<file path="config.mk">
export PLATFORM = sky130hd
export DESIGN_NAME = whss_calc
export DESIGN_NICKNAME = d
export VERILOG_FILES = /design/src/sv/whss_pkg.sv /design/src/sv/whss_calc.sv
export SDC_FILE = /design/constraint.sdc
export NUM_CORES = 2
export LEC_CHECK = 0
export BUFFER_PORTS_ARGS = -buffer_cell sky130_fd_sc_hd__buf_4
export CORE_ASPECT_RATIO = 0.8
export CORE_MARGIN = 1
export CORE_UTILIZATION = 65
export CTS_CLUSTER_DIAMETER = 80
export DETAILED_ROUTE_END_ITERATION = 8
export PLACE_DENSITY = 0.82
export SYNTH_ARGS = -nofsm -noshare
export SYNTH_HDL_FRONTEND = slang
export SYNTH_SLANG_ARGS = --single-unit
</file>
<file path="constraint.sdc">
create_clock -name clk -period 17 [get_ports clk]
set_clock_uncertainty 0.15 [all_clocks]
set_input_delay 1.7 -clock clk [delete_from_list [all_inputs] [get_ports clk]]
set_output_delay 1.7 -clock clk [all_outputs]
set_load 0.03 [all_outputs]
</file>
<file path="src/sv/whss_pkg.sv">
// Shared types and constants for the wave height stencil step unit.
`default_nettype none

package whss_pkg;

	localparam int MAX_ROWS_DEF = 256;
	localparam int MAX_COLS_DEF = 256;

	localparam int H_W        = 32;
	localparam int COEF_W     = 16;
	localparam int CFG_IDX_W  = 2;
	localparam int CFG_DATA_W = 16;
	localparam int POS_W      = 8;
	localparam int FIFO_DEPTH = 8;

	localparam int                ROWS_RESET = 256;
	localparam int                COLS_RESET = 256;
	localparam logic [COEF_W-1:0] BETA_RESET = 16'd58982;
	localparam logic [COEF_W-1:0] GAIN_RESET = 16'd0;

	typedef enum logic [CFG_IDX_W-1:0] {
		REG_ROWS = 2'd0,
		REG_COLS = 2'd1,
		REG_BETA = 2'd2,
		REG_GAIN = 2'd3
	} cfg_reg_t;

	// One cell update: centre, the four neighbours (zero when missing), the
	// number of neighbours present, previous height, position tag and done flag.
	typedef struct packed {
		logic signed [H_W-1:0] h;
		logic signed [H_W-1:0] nb_l;
		logic signed [H_W-1:0] nb_r;
		logic signed [H_W-1:0] nb_u;
		logic signed [H_W-1:0] nb_d;
		logic [2:0]            nb_cnt;
		logic signed [H_W-1:0] prev;
		logic [POS_W-1:0]      row;
		logic [POS_W-1:0]      col;
		logic                  done;
	} job_t;

	typedef struct packed {
		logic [H_W-1:0]   height;
		logic [POS_W-1:0] row;
		logic [POS_W-1:0] col;
		logic             done;
	} res_t;

endpackage

`default_nettype wire

</file>
<file path="src/sv/whss_calc.sv">
// Arithmetic pipeline: five-point laplacian, damping term, rounding and saturation.
`default_nettype none

module whss_calc (
	input  logic                         clk,
	input  logic                         arst_n,
	input  logic                         job_vld,
	input  whss_pkg::job_t               job,
	input  logic [whss_pkg::COEF_W-1:0]  beta,
	input  logic [whss_pkg::COEF_W-1:0]  gain,
	output logic                         res_vld,
	output whss_pkg::res_t               res
);
	import whss_pkg::*;

	logic vld_s1, vld_s2, vld_s3, vld_s4, vld_s5;

	job_t job_s1;

	logic signed [32:0] sum01_s2, sum23_s2, diff_s2;
	logic signed [34:0] hmul_s2;
	logic signed [31:0] h_s2, h_s3, h_s4;
	logic signed [35:0] lap_s3;
	logic signed [32:0] diff_s3;
	logic signed [52:0] gterm_s4;
	logic signed [49:0] bterm_s4;
	logic signed [53:0] acc_s5;

	logic [POS_W-1:0] row_s2, row_s3, row_s4, row_s5;
	logic [POS_W-1:0] col_s2, col_s3, col_s4, col_s5;
	logic             done_s2, done_s3, done_s4, done_s5;

	logic signed [16:0] gain_x, beta_x;
	logic signed [34:0] hmul;
	logic signed [37:0] quo;

	assign gain_x = {1'b0, gain};
	assign beta_x = {1'b0, beta};

	always_ff @(posedge clk or negedge arst_n) begin
		if (!arst_n) begin
			vld_s1 <= 1'b0;
			vld_s2 <= 1'b0;
			vld_s3 <= 1'b0;
			vld_s4 <= 1'b0;
			vld_s5 <= 1'b0;
		end else begin
			vld_s1 <= job_vld;
			vld_s2 <= vld_s1;
			vld_s3 <= vld_s2;
			vld_s4 <= vld_s3;
			vld_s5 <= vld_s4;
		end
	end

	// The centre weight is minus the number of neighbours present.
	always_comb begin
		case (job_s1.nb_cnt)
			3'd0:    hmul = '0;
			3'd1:    hmul = 35'(job_s1.h);
			3'd2:    hmul = 35'(job_s1.h) <<< 1;
			3'd3:    hmul = (35'(job_s1.h) <<< 1) + 35'(job_s1.h);
			default: hmul = 35'(job_s1.h) <<< 2;
		endcase
	end

	always_ff @(posedge clk) begin
		job_s1   <= job;

		sum01_s2 <= 33'(job_s1.nb_l) + 33'(job_s1.nb_r);
		sum23_s2 <= 33'(job_s1.nb_u) + 33'(job_s1.nb_d);
		hmul_s2  <= hmul;
		diff_s2  <= 33'(job_s1.h) - 33'(job_s1.prev);
		h_s2     <= job_s1.h;
		row_s2   <= job_s1.row;
		col_s2   <= job_s1.col;
		done_s2  <= job_s1.done;

		lap_s3   <= 36'(sum01_s2) + 36'(sum23_s2) - 36'(hmul_s2);
		diff_s3  <= diff_s2;
		h_s3     <= h_s2;
		row_s3   <= row_s2;
		col_s3   <= col_s2;
		done_s3  <= done_s2;

		gterm_s4 <= gain_x * lap_s3;
		bterm_s4 <= beta_x * diff_s3;
		h_s4     <= h_s3;
		row_s4   <= row_s3;
		col_s4   <= col_s3;
		done_s4  <= done_s3;

		acc_s5   <= {{6{h_s4[31]}}, h_s4, 16'd0} + 54'(gterm_s4) + 54'(bterm_s4)
			+ 54'sd32768;
		row_s5   <= row_s4;
		col_s5   <= col_s4;
		done_s5  <= done_s4;
	end

	// Arithmetic shift after the half-LSB offset gives round to nearest, ties up.
	assign quo = acc_s5[53:16];

	always_comb begin
		res.row  = row_s5;
		res.col  = col_s5;
		res.done = done_s5;
		if (quo[37:31] == 7'b0000000 || quo[37:31] == 7'b1111111) begin
			res.height = quo[31:0];
		end else if (quo[37]) begin
			res.height = 32'h8000_0000;
		end else begin
			res.height = 32'h7fff_ffff;
		end
	end

	assign res_vld = vld_s5;

endmodule

`default_nettype wire
</file>
After elaboration in Yosys (flattened, before gate mapping)
Cells that the tools add are included.

Flip-flop bits (word level): 741. Output and inout bits: 50. Bits of input ports: 247.

Reductions and logical operators: 3. Multipliers: 2. Equal/unequal tests: 4. Mux-type cells: 3. $add $sub $neg: 9.

Operators by type and width (count): $pmux W35 S4 (1); $add A32 B32 Y33 (2); $mux W32 (2); $add A48 B53 Y54 (1); $add A54 B16 Y54 const B (1); $add A54 B54 Y54 (1); $mul A17 B36 Y53 (1); $mul A17 B33 Y50 (1); $sub A34 B35 Y36 (1); $add A33 B32 Y34 (1); $add A33 B33 Y34 (1); $sub A32 B32 Y33 (1); $eq A7 B7 Y1 const B (1); $logic_not A7 Y1 (1); $eq A3 B2 Y1 const B (2); $eq A3 B1 Y1 const B (1); $logic_not A3 Y1 (1); $logic_or A1 B1 Y1 (1).

Depth between registers and ports, before layout
Depth in word-level cells: 3. Gate-level depth with buffers: 27. Gate-level depth less buffers: 25.

Worst setup path after synthesis
No wires, ideal clock.

Kind: input to register. Start: input gain[8] (netlist bit). End: register gterm_s4[45]. Data required time: 16.727 ns. Stages: 26. Setup time: 0.123 ns. Setup slack: 8.815 ns. Data arrival time: 7.912 ns. Cells stage by stage: clkbuf_1 -> clkbuf_1 -> nand2_1 -> fa_1 -> inv_1 -> fa_1 -> inv_1 -> fa_1 -> inv_1 -> fa_1 -> fa_1 -> inv_1 -> fa_1 -> inv_1 -> ha_1 -> a21oi_1 -> nand2_1 -> or4_1 -> o21a_1 -> a2111o_4 -> o311ai_4 -> a31o_2 -> o21ai_2 -> a21oi_2 -> o21ai_1 -> xor2_1.

Longest elaborated chain between the ends: 1.

RTL lines: start, declared (RTL line whss_calc.sv:10) `input logic [whss_pkg::COEF_W-1:0] gain,`; $mul A17 B36 Y53 (RTL line whss_calc.sv:86) `gterm_s4 <= gain_x * lap_s3;`; end signal, assigned (RTL line whss_calc.sv:86); end, declared (RTL line whss_calc.sv:25) `logic signed [52:0] gterm_s4;`.

No other way between the ends.

Worst setup path after layout
Start: input gain[2] (netlist bit). End: register gterm_s4[52].

Same word-level chain as after synthesis.

==> summary.md <==
| Metric | Value |
|---|---|
| EDFF count, synth | 0 |
| Classification of the worst setup path | in -> reg |
| Vias per cell | 5.644 |
| Worst Setup End Kind | flip-flop |
| CTS resizes | 0 |
| Layout cells sized above 1 | 6.510% |
| Placed cell area | 69180 sq um |
| Slew @ Worst Pin | 1172 ps |
| Port bufs | 296 |
| Max-Cap Viols | 0 |
| Worst-path clk slew | 60 ps |
| CTS root buf | clkbuf_16 |
| NumNets Final | 8974 |
| Floorplan row count | 104 |
| DRC errors left | 2 |
| Ys flop type | dfxtp_1 |
| Final worst-path cycle share | 48.30% |
| Flops & latches, synth | 724 |
| Distinct cells, synth | 86 |
| Antenna violations before repair | 8 |
| Setup TNS | 0 ps |
| Post-Syn Nets | 8825 |
| Starting Density | 65.64% |
| Commonest non-fill, non-tap cell in the layout | inv_1 |
| Final std cells w/o fill | 8517 |
| CTS Hold Bufs | 0 |
| Warnings from Yosys | 0 |
| Worst endpoint required time | 17400 ps |
| Failing checks | DRC |
| Syn_area_per_cell | 9.468 sq um |
| Mapped Area | 66110 sq um |
| Status | finished, violations left |
| Synth top area cells | fa_1 34%, dfxtp_1 22%, ha_1 9.0%, inv_1 8.4%, nand2_1 4.9% |
| Hpwl dp | 130.1 mm |
| Share of the synthesized area in the top cell type | 34.01% |
| GP Congestion | 0.9402 |
| DIE WIDTH | 358.6 microns |
| Max FO, Critical Path | 36 |
| Clock buffer depth | 3 |
| Post-DRT Antenna Nets | 0 |
| Seq. cell area | 14520 sq um |
| Vias post-DR | 48070 |
| Async SR Flop Fraction | 0.6906% |
| Fillers | 7372 |
| Largest net degree at the start of global routing | 65 |
| TritonCTS Sinks | 724 |
| Vias in the first global route | 51050 |
| Area delta synth->final | 8.566% |
| Worst Path Arrival | 8610 ps |
| Crit path time final | 8211 ps |
| Fmax | 121.8 MHz |
| Routed length per instance | 19.44 microns |
| Final hold viol count | 0 |
| Final wirelength | 165.6 mm |
| Post-synth top area cell | fa_1 |
| Gr usage total | 33.42% |
| Final Core Density | 71.26% |
| Core area | 100700 sq um |
| Area of the multi-input gates | 45170 sq um |
| Initial drt markers | 4177 |
| Max-slew headroom | 21.78% |
| Grt total ovfl | 0 |
| HP Class | reg -> reg |
| Clock Latency Late Sink | 670 ps |
| Post-route cell area | 71770 sq um |
| Die Height | 287.2 microns |
| Cts bufs inserted | 74 |
| Startpoint types | primary input |
| Sequential area share after synthesis | 21.96% |
| Setup bufs post-CTS | 0 |
| Unrepaired setup endpoints after global routing | no |
| Cells after Synth | 6982 |
| Pins Over Slew Limit | 0 |
| Die area | 103000 sq um |
| TritonRoute pass-1 iters | 8 |
| First-pass GRT wire length | 267.7 mm |
| Most frequent cells in the layout | 1480 x inv_1, 1123 x fa_1, 858 x nand2_1 |
| Number of I/O pins | 297 |
| CTS H-Tree Depth | 3 |
| CTS tree | done |
| Final setup violation count | 0 |
| Cells after DPL | 8380 |
flip-flops by register name, summed over array words and instances, names as in the netlist, 32 cells and up:
register and flops:
acc_s5 38, gterm_s4 53, h_s2 32, h_s3 32
h_s4 32, diff_s3 33, job_s1 212, bterm_s4 50
lap_s3 36, sum23_s2 33, diff_s2 33, hmul_s2 34
sum01_s2 33
critical path, cell delays in order:
cell and delay, ps:
buf_4 380, nand2_1 170, fa_1 540, fa_1 510, fa_1 530, inv_1 70, fa_1 500, fa_1 520
inv_1 60, fa_1 500, inv_1 50, ha_1 350, a21o_1 200, a21o_1 160, a21oi_1 190, a31oi_1 270
o21a_1 290, a2111oi_1 670, o311ai_1 330, a31o_2 330, mux2i_1 160, nand4_1 90
layer usage:
| layer | part of all wire, % | global-route usage (%) | vias up | wire (microns) |
|---|---|---|---|---|
| met5 | 0.028 | 0 | - | 46 |
| met4 | 4.8 | 14.99 | 6 | 7952 |
| met3 | 9.9 | 7.429 | 466 | 16390 |
| met2 | 45 | 51.64 | 2371 | 74220 |
| met1 | 40 | 45.31 | 23550 | 66990 |
| li1 | - | - | 21680 | - |
kinds of logic after synthesis:
| group | Yosys count | share of synthesized area, % |
|---|---|---|
| compound gates | 930 | 9.098 |
| xor+xnor | 276 | 3.657 |
| fa+ha+maj | 1596 | 42.96 |
| buf+inv | 1709 | 9.717 |
| flops | 724 | 21.96 |
| mux | 9 | 0.1476 |
| simple gates | 1738 | 12.46 |
Yosys cell counts (25+ instances only):
| master | n |
|---|---|
| inv_1 | 1480 |
| fa_1 | 1123 |
| nand2_1 | 858 |
| dfxtp_1 | 719 |
| ha_1 | 473 |
| and2_1 | 429 |
| a21oi_1 | 271 |
| clkbuf_1 | 223 |
| o21ai_0 | 198 |
| xnor2_1 | 193 |
| nor2_1 | 163 |
| a21o_1 | 138 |
| xor2_1 | 83 |
| nand3_1 | 58 |
| o21a_1 | 53 |
| nor3_1 | 47 |
| nand2b_1 | 41 |
| nor2b_1 | 36 |
| o21bai_1 | 34 |
| a211oi_1 | 32 |
| nand4_1 | 28 |
| and3_1 | 25 |
per-stage QoR:
step                setup slack (ps)  hold WS, ps
floorplan                       8815        159.6
global placement                8283        159.6
detailed placement              8213        162.1
CTS                             8887        163.0
global route                    8456        168.8
finish                          8789        161.0
area by class of cell:
class	instances	share of cell area, %
antenna	3	0.01046
clock buffer	95	2.830
clock inverter	39	0.7741
inverter	1480	7.741
multi-input combinational	4549	62.94
sequential	724	20.23
tap	1325	2.310
timing repair buffer	302	3.159
path summary, 6_finish.rpt:
kind                            depth (start not counted)                    to                from  slack, ps
worst max-delay path                                   22  gterm_s4[52]$_DFF_P_             gain[2]       8790
worst min-delay path                                    0    diff_s3[8]$_DFF_P_  diff_s2[8]$_DFF_P_        160
worst max register to register                         21  gterm_s4[52]$_DFF_P_  lap_s3[11]$_DFF_P_       9290
worst min register to register                          0    diff_s3[8]$_DFF_P_  diff_s2[8]$_DFF_P_        160
max in group asynchronous                               1      vld_s4$_DFF_PN0_              arst_n      15930
min in group asynchronous                               1      vld_s1$_DFF_PN0_              arst_n        670
Power is left out: the tool's default activity adds up to more than one toggle a clock period on the data nets, which glitch-free logic cannot reach.
